**config.mk**
```make
export PLATFORM = sky130hd
export DESIGN_NAME = pixel_run_length_encoder
export DESIGN_NICKNAME = d
export VERILOG_FILES = /design/src/rtl/core/prle_pkg.sv /design/src/rtl/core/prle_step.sv /design/src/rtl/core/prle_out_queue.sv /design/src/rtl/core/pixel_run_length_encoder.sv
export VERILOG_INCLUDE_DIRS = /design/src /design/src/rtl/core
export SDC_FILE = /design/constraint.sdc
export NUM_CORES = 1
export LEC_CHECK = 0
export BUFFER_PORTS_ARGS = -buffer_cell sky130_fd_sc_hd__buf_2
export CORE_MARGIN = 1
export CORE_UTILIZATION = 60
export DETAILED_ROUTE_END_ITERATION = 16
export PLACE_DENSITY = 0.91
export SYNTH_ARGS = -nofsm -noshare
export SYNTH_HDL_FRONTEND = slang
export SYNTH_HIERARCHICAL = 1
export SYNTH_SLANG_ARGS = --single-unit
```
**constraint.sdc**
```tcl
create_clock -name clock -period 8.5 [get_ports clock]
set_clock_uncertainty 0.05 [all_clocks]
set_input_delay 1.275 -clock clock [delete_from_list [all_inputs] [get_ports clock]]
set_output_delay 1.275 -clock clock [all_outputs]
set_load 0.005 [all_outputs]
```
**src/rtl/core/pixel_run_length_encoder_macros.svh**
```systemverilog
// Assertion macros for the pixel run-length encoder.
// Included by the top level; no other dependencies.
`ifndef PIXEL_RUN_LENGTH_ENCODER_MACROS_SVH
`define PIXEL_RUN_LENGTH_ENCODER_MACROS_SVH
`ifndef SYNTHESIS
`define PRLE_ASSERT_IMPLIES(label, clk, rst, cond, prop) \
   label: assert property (@(posedge clk) disable iff (rst) (cond) |-> (prop)) \
      else $error("assertion failed");
`define PRLE_ASSERT_NEXT(label, clk, rst, cond, prop) \
   label: assert property (@(posedge clk) disable iff (rst) (cond) |=> (prop)) \
      else $error("assertion failed");
`else
`define PRLE_ASSERT_IMPLIES(label, clk, rst, cond, prop)
`define PRLE_ASSERT_NEXT(label, clk, rst, cond, prop)
`endif
`endif

```
**src/rtl/core/prle_pkg.sv**
```systemverilog
// Shared types and constants of the pixel run-length encoder.
// No dependencies; used by every module of the block.
package prle_pkg;

   localparam int MAX_RUN     = 255;
   localparam int WIDTH_LIMIT = 4096;
   localparam int BYTE_W      = 8;
   localparam int LEN_W       = 8;
   localparam int COL_W       = 12;
   localparam int CSR_W       = 13;
   localparam int QUEUE_DEPTH = 4;
   localparam int PTR_W       = $clog2(QUEUE_DEPTH);
   localparam int LEVEL_W     = $clog2(QUEUE_DEPTH + 1);

   typedef struct packed {
      logic [BYTE_W-1:0] red;
      logic [BYTE_W-1:0] green;
      logic [BYTE_W-1:0] blue;
   } color_type;

   typedef struct packed {
      logic [LEN_W-1:0] length;
      color_type        color;
      logic             row_end;
   } run_type;

   // Records produced by one item, in delivery order.
   typedef struct packed {
      logic [1:0] count;
      run_type    rec0;
      run_type    rec1;
   } push_type;

endpackage

```
**src/rtl/core/prle_step.sv**
```systemverilog
// Run and column tracking: consumes one item per cycle while accept is high and produces
// up to two run records. Depends on prle_pkg.
module prle_step (
   input  logic                          clock,
   input  logic                          reset,
   input  logic                          csr_write_enable,
   input  logic [prle_pkg::CSR_W-1:0]    csr_write_data,
   input  logic                          accept,
   input  prle_pkg::color_type           pixel,
   output prle_pkg::push_type            push
);

   logic [prle_pkg::CSR_W-1:0] row_width_ff;
   prle_pkg::color_type        run_color_ff, run_color_in;
   logic [prle_pkg::LEN_W-1:0] run_count_ff, run_count_in;
   logic [prle_pkg::COL_W-1:0] column_ff, column_in;

   logic [prle_pkg::CSR_W-1:0] eff_width;
   logic [prle_pkg::CSR_W-1:0] column_next;
   logic                       last;
   logic                       emit_change;
   logic                       emit_close;
   prle_pkg::run_type          rec_change;
   prle_pkg::run_type          rec_close;
   prle_pkg::color_type        color_n;
   logic [prle_pkg::LEN_W-1:0] count_n;
   logic                       full;

   always_comb begin
      eff_width = row_width_ff;
      if (row_width_ff == '0) begin
         eff_width = prle_pkg::CSR_W'(1);
      end else if (row_width_ff > prle_pkg::CSR_W'(prle_pkg::WIDTH_LIMIT)) begin
         eff_width = prle_pkg::CSR_W'(prle_pkg::WIDTH_LIMIT);
      end
      column_next = {1'b0, column_ff} + prle_pkg::CSR_W'(1);
      last        = column_next >= eff_width;

      emit_change = 1'b0;
      rec_change  = '{length: run_count_ff, color: run_color_ff, row_end: 1'b0};
      if (run_count_ff == '0) begin
         color_n = pixel;
         count_n = prle_pkg::LEN_W'(1);
      end else if (pixel != run_color_ff) begin
         emit_change = 1'b1;
         color_n     = pixel;
         count_n     = prle_pkg::LEN_W'(1);
      end else begin
         color_n = run_color_ff;
         count_n = run_count_ff + prle_pkg::LEN_W'(1);
      end

      // A full run closes at once; otherwise the row end flushes what is open.
      full       = count_n >= prle_pkg::LEN_W'(prle_pkg::MAX_RUN);
      emit_close = full || last;
      rec_close  = '{length: count_n, color: color_n, row_end: last};

      push.count = {1'b0, emit_change} + {1'b0, emit_close};
      push.rec0  = emit_change ? rec_change : rec_close;
      push.rec1  = rec_close;
      if (!accept) begin
         push.count = '0;
      end

      run_color_in = color_n;
      run_count_in = emit_close ? '0 : count_n;
      column_in    = last ? '0 : column_next[prle_pkg::COL_W-1:0];
   end

   always_ff @(posedge clock) begin
      if (reset) begin
         row_width_ff <= prle_pkg::CSR_W'(1);
         run_color_ff <= '0;
         run_count_ff <= '0;
         column_ff    <= '0;
      end else begin
         if (csr_write_enable) begin
            row_width_ff <= csr_write_data;
         end
         if (accept) begin
            run_color_ff <= run_color_in;
            run_count_ff <= run_count_in;
            column_ff    <= column_in;
         end
      end
   end

endmodule

```
**src/rtl/core/prle_out_queue.sv**
```systemverilog
// Result queue: takes up to two run records per cycle and delivers one
// per cycle while pop is high. Depends on prle_pkg.
module prle_out_queue (
   input  logic                            clock,
   input  logic                            reset,
   input  prle_pkg::push_type              push,
   input  logic                            pop,
   output logic                            not_empty,
   output logic                            almost_full,
   output logic [prle_pkg::LEVEL_W-1:0]    level,
   output prle_pkg::run_type               head
);

   prle_pkg::run_type              entry_ff [prle_pkg::QUEUE_DEPTH];
   logic [prle_pkg::PTR_W-1:0]     wr_ptr_ff, wr_ptr_in;
   logic [prle_pkg::PTR_W-1:0]     rd_ptr_ff, rd_ptr_in;
   logic [prle_pkg::LEVEL_W-1:0]   level_ff, level_in;
   logic [prle_pkg::PTR_W-1:0]     wr_ptr_plus;

   always_comb begin
      wr_ptr_plus = wr_ptr_ff + prle_pkg::PTR_W'(1);
      wr_ptr_in   = wr_ptr_ff + prle_pkg::PTR_W'(push.count);
      rd_ptr_in   = rd_ptr_ff + prle_pkg::PTR_W'(pop);
      level_in    = level_ff + prle_pkg::LEVEL_W'(push.count) - prle_pkg::LEVEL_W'(pop);
   end

   always_ff @(posedge clock) begin
      if (push.count != '0) begin
         entry_ff[wr_ptr_ff] <= push.rec0;
      end
      if (push.count == 2'd2) begin
         entry_ff[wr_ptr_plus] <= push.rec1;
      end
   end

   always_ff @(posedge clock) begin
      if (reset) begin
         wr_ptr_ff <= '0;
         rd_ptr_ff <= '0;
         level_ff  <= '0;
      end else begin
         wr_ptr_ff <= wr_ptr_in;
         rd_ptr_ff <= rd_ptr_in;
         level_ff  <= level_in;
      end
   end

   // Hold off input unless two slots are free.
   assign almost_full = level_ff > prle_pkg::LEVEL_W'(prle_pkg::QUEUE_DEPTH - 2);
   assign not_empty   = level_ff != '0;
   assign level       = level_ff;
   assign head        = entry_ff[rd_ptr_ff];

endmodule

```
**src/rtl/core/pixel_run_length_encoder.sv**
```systemverilog
// Pixel run-length encoder: takes one BGR pixel per clock and emits (length, R, G, B, row_end)
// runs. An item is accepted every cycle while the four-entry result queue has two free slots;
// its results show in the next cycle and leave at one per clock while rsp_stall is low.
// A pixel that closes two runs (color change plus full run or row end) pushes two records, so
// a long stream of such pixels is limited by the queue drain of one record per cycle.
// row_width is written via csr_write_enable/csr_write_data; 0 acts as 1, above 4096 as 4096.
`include "pixel_run_length_encoder_macros.svh"
module pixel_run_length_encoder (
   input  logic                              clock,
   input  logic                              reset,
   input  logic                              csr_write_enable,
   input  logic [prle_pkg::CSR_W-1:0]        csr_write_data,
   input  logic                              req_valid,
   output logic                              req_stall,
   input  logic [prle_pkg::BYTE_W-1:0]       req_pixel_blue,
   input  logic [prle_pkg::BYTE_W-1:0]       req_pixel_green,
   input  logic [prle_pkg::BYTE_W-1:0]       req_pixel_red,
   output logic                              rsp_valid,
   input  logic                              rsp_stall,
   output logic [prle_pkg::LEN_W-1:0]        rsp_run_length,
   output logic [prle_pkg::BYTE_W-1:0]       rsp_run_red,
   output logic [prle_pkg::BYTE_W-1:0]       rsp_run_green,
   output logic [prle_pkg::BYTE_W-1:0]       rsp_run_blue,
   output logic                              rsp_row_end
);

   logic                          req_accept;
   logic                          rsp_accept;
   logic                          almost_full;
   logic [prle_pkg::LEVEL_W-1:0]  level;
   prle_pkg::color_type           pixel;
   prle_pkg::push_type            push;
   prle_pkg::run_type             head;

   assign req_accept = req_valid && !req_stall;
   assign rsp_accept = rsp_valid && !rsp_stall;
   assign req_stall  = almost_full;

   // Swap stored BGR byte order to RGB.
   assign pixel = '{red: req_pixel_red, green: req_pixel_green, blue: req_pixel_blue};

   prle_step u_step (
      .clock            (clock),
      .reset            (reset),
      .csr_write_enable (csr_write_enable),
      .csr_write_data   (csr_write_data),
      .accept           (req_accept),
      .pixel            (pixel),
      .push             (push)
   );

   prle_out_queue u_queue (
      .clock       (clock),
      .reset       (reset),
      .push        (push),
      .pop         (rsp_accept),
      .not_empty   (rsp_valid),
      .almost_full (almost_full),
      .level       (level),
      .head        (head)
   );

   assign rsp_run_length = head.length;
   assign rsp_run_red    = head.color.red;
   assign rsp_run_green  = head.color.green;
   assign rsp_run_blue   = head.color.blue;
   assign rsp_row_end    = head.row_end;

   `PRLE_ASSERT_IMPLIES(a_no_push_idle, clock, reset, !req_accept, push.count == 2'd0)
   `PRLE_ASSERT_IMPLIES(a_level_bound, clock, reset, 1'b1, level <= prle_pkg::LEVEL_W'(prle_pkg::QUEUE_DEPTH))
   `PRLE_ASSERT_IMPLIES(a_run_nonzero, clock, reset, rsp_valid, rsp_run_length != '0)
   `PRLE_ASSERT_NEXT(a_push_shows, clock, reset, req_accept && push.count != 2'd0, rsp_valid)

endmodule

```
==> results.cfg <==
[cells_and_area]
nets = 968
diodes = 0
syn2layout_area_growth_pct = 9.00
layout-drive-gt1-share_pct = 31.8

[logic_synthesis]
yosys.area.top_type = edfxtp_1
synth_top_family_by_area = multiplexers
postSynthAreaPerCell_um2 = 12.1
synthSimpleGateAreaFrac_pct = 12.1
synth.area.mux_share_pct = 24.7
async_flop_share_pct = 0
yosysUniqueCellTypes = 53
netlist_top_cells_area = edfxtp_1, mux2_2, dfxtp_1
synthXorXnorAreaFrac_pct = 4.14
ys_warn_count = 6
netlist_instances = 877
post-synth-top-area-fraction_pct = 37.3
yosys.area_share.adder_pct = 2.78
ys.flop_type = edfxtp_1
synth_area_um2 = 10600
ys_seq_area_share_pct = 49.3
yosys_register_bits = 196
synth_compound_area_share_pct = 2.60
synth-edff-count = 132
syn_nets = 942

[outcome]
outcome = finished, final reports clean

[placed_design]
io_buffers = 76
gp_congestion = 0.874
dp_hpwl_um = 14200

[global_route]
grt_antenna_before_repair = 0
grt_max_degree = 63
grt_pass1_vias = 6933
overflow = 0
grt_pass1_wl_um = 36600
track_usage_pct = 26.2

[critical_path]
cp_data_required_time_ns = 8.63
criticalPathCategory = reg2reg
crit_fanout = 20
critPathTopFamily = simple AND/OR/NAND/NOR gates
critPathLaunchType = flop
crit_chain = and3_1 > nand4_1 > nor2_1 > nand3_1 > xnor2_1 > ha_1 > a2111oi_0 > nand2_1 > a211oi_1 > or2_2 > inv_1 > or2_2 > ha_1 > and2_1 > nor4bb_4 > buf_4 > mux2_2
worst-path-buf-inv = 2
critical_path.endpoint_type = flop
critPathMaxStageDelay_ns = 0.95
critical-path-slowest-cell = nor4bb_4
crit_arrival_ns = 6.23

[clock_tree]
cts_root_buffer = clkbuf_16
cts_tree = built
cts_sinks = 196
cts_hold_buf = 0
cts_max_level = 4
ctsResizeCount = 0
numCtsBuffers = 17
clock_path_buffers = 2
worstSkewPairLatency_ns = 0.43
clk_pin_slew_ns = 0.06
postCtsSetupBuffers = 0

[floorplan]
die_area_um2 = 18300
ios = 77
fp.dieH_um = 135
initial_core_util_pct = 61.5
core_region_area_um2 = 17300
fp.dieW_um = 135
rows = 48

[timing]
layout_min_cycle_time_ns = 6.10
slew_viol_final = 0
fmax_mhz = 164
whs_ns = 0.437
tightest_slew_ns = 1.25
hold_viol = 0
rsz0062_at_grt = false
final.period_utilization_pct = 71.7
setup_viol = 0
timing.slew.headroom_pct = 16.8
setup_tns_ns = 0

[route]
avgRoutedWirePerCell_um = 20.3
vias = 7031
dr.pass1.iters = 5
antenna_left = 0
initialDrtViolationCount = 797
routed_via_density = 6.16
route.detailed.drc = 0
postRouteWirelength_um = 23200

[worst_hold_path]
hold_class = reg2reg

[pwr]
ir_drop_mv = 0.151
power_density_nw_per_um2 = 231
leakage_nw = 4.44

[run]
max-cap-violations = 0
cells in the final DEF, fill, tap and decap left out, drive strengths merged, types with 3 or more instances in the layout:
| master | instances |
|---|---|
| clkinvlp | 4 |
| dfxtp | 64 |
| nor3 | 6 |
| nand4 | 4 |
| xor2 | 32 |
| clkbuf | 23 |
| nor2 | 63 |
| a21oi | 11 |
| xnor2 | 13 |
| inv | 17 |
| or3 | 9 |
| buf | 87 |
| nand3 | 15 |
| ha | 22 |
| nand2 | 121 |
| nand2b | 3 |
| clkinv | 3 |
| and2 | 7 |
| nor4b | 3 |
| nand3b | 5 |
| edfxtp | 132 |
| o21ai | 6 |
| a31oi | 10 |
| mux2 | 133 |
| nor2b | 9 |
| or2 | 8 |
| mux4 | 33 |
| nor4 | 8 |
| mux2i | 39 |
where the power goes:
part / leakage (nW) / internal [mW] / total [mW] / switching (mW)
logic: 2.44 / 0.360 / 0.731 / 0.371
registers: 1.75 / 1.13 / 1.20 / 0.0681
clock network: 0.249 / 0.410 / 0.752 / 0.342
total: 4.44 / 1.90 / 2.68 / 0.782
per-stage QoR:
step / power [mW] / setup slack, ns / instances / utilization, % / instance area (um2)
3_5_place_dp: 1.94 / 2.45 / 1109 / 63.9 / 11100
6_report: 2.68 / 2.40 / 1141 / 67.0 / 11600
2_1_floorplan: 1.72 / 1.87 / 877 / - / 10600
5_1_grt: 2.79 / 1.94 / 1141 / 67.0 / 11600
4_1_cts: 2.68 / 2.43 / 1141 / 67.0 / 11600
3_3_place_gp: 1.91 / 2.59 / 1109 / 63.9 / 11100
path summary, 6_finish.rpt:
path / start / to / cells after the start / slack [ns]
setup / recovery: u_step/column_ff[2] / u_queue/entry_ff[3][8] / 17 / 2.40
hold / removal: u_step/column_ff[1] / u_step/column_ff[1] / 2 / 0.44
setup reg to reg: u_step/column_ff[2] / u_queue/entry_ff[3][8] / 17 / 2.40
hold reg to reg: u_step/column_ff[1] / u_step/column_ff[1] / 2 / 0.44
cell families (layout without fill, tap and decap cells):
kind of cell | Yosys count | count (layout)
flip-flops | 196 | 196
AO/OA/AOI/OAI | 42 | 42
multiplexers | 205 | 205
buffers and inverters | 96 | 135
AND/OR/NAND/NOR | 268 | 268
adder cells (fa/ha/maj) | 23 | 23
XOR/XNOR | 47 | 47
layer usage:
metal	global-route usage [%]	part of all wire, %
met1	34.7	42
met2	43.4	49
met3	4.83	6.7
met4	9.30	2.5
met5	0	0
synthesized netlist by cell type, types with 7 or more instances:
cell,number
nor2b_1,7
xnor2_1,13
or2_2,8
dfxtp_1,64
mux2_1,11
buf_2,12
ha_1,22
nand2_1,121
a21oi_1,11
inv_1,16
nand3_1,15
mux4_2,33
clkbuf_1,51
mux2_2,122
buf_6,9
a31oi_1,10
nor2_1,63
edfxtp_1,132
xor2_1,32
or3_1,9
and2_1,7
mux2i_1,39
worst reg2reg max path: stages (launching register included):
cell	delay, ns
dfxtp_1	0.44
and3_1	0.23
nand4_1	0.20
nor2_1	0.29
nand3_1	0.17
xnor2_1	0.17
ha_1	0.31
a2111oi_0	0.51
nand2_1	0.13
a211oi_1	0.17
or2_2	0.32
inv_1	0.15
or2_2	0.32
ha_1	0.27
and2_1	0.30
nor4bb_4	0.95
buf_4	0.48
mux2_2	0.40
state kept, by name (all words and copies together), names as in the netlist:
signal and cells:
u_queue/wr_ptr_ff 2, u_step/rec_change 24, u_queue/rd_ptr_ff 2, u_step/run_count_ff 8, u_step/column_ff 12, u_step/row_width_ff 13, u_queue/entry_ff 132, u_queue/level 3
area by class of cell:
type                            count  area [um2]
Tap cell                          225         282
Timing Repair Buffer               87         463
Fill cell                        1184        5700
Clock buffer                       23         458
Multi-Input combinational cell    585        5000
Clock inverter                      9        81.3
Sequential cell                   196        5250
Inverter                           16        60.1
No activity file was read; power rests on OpenSTA's default activity.
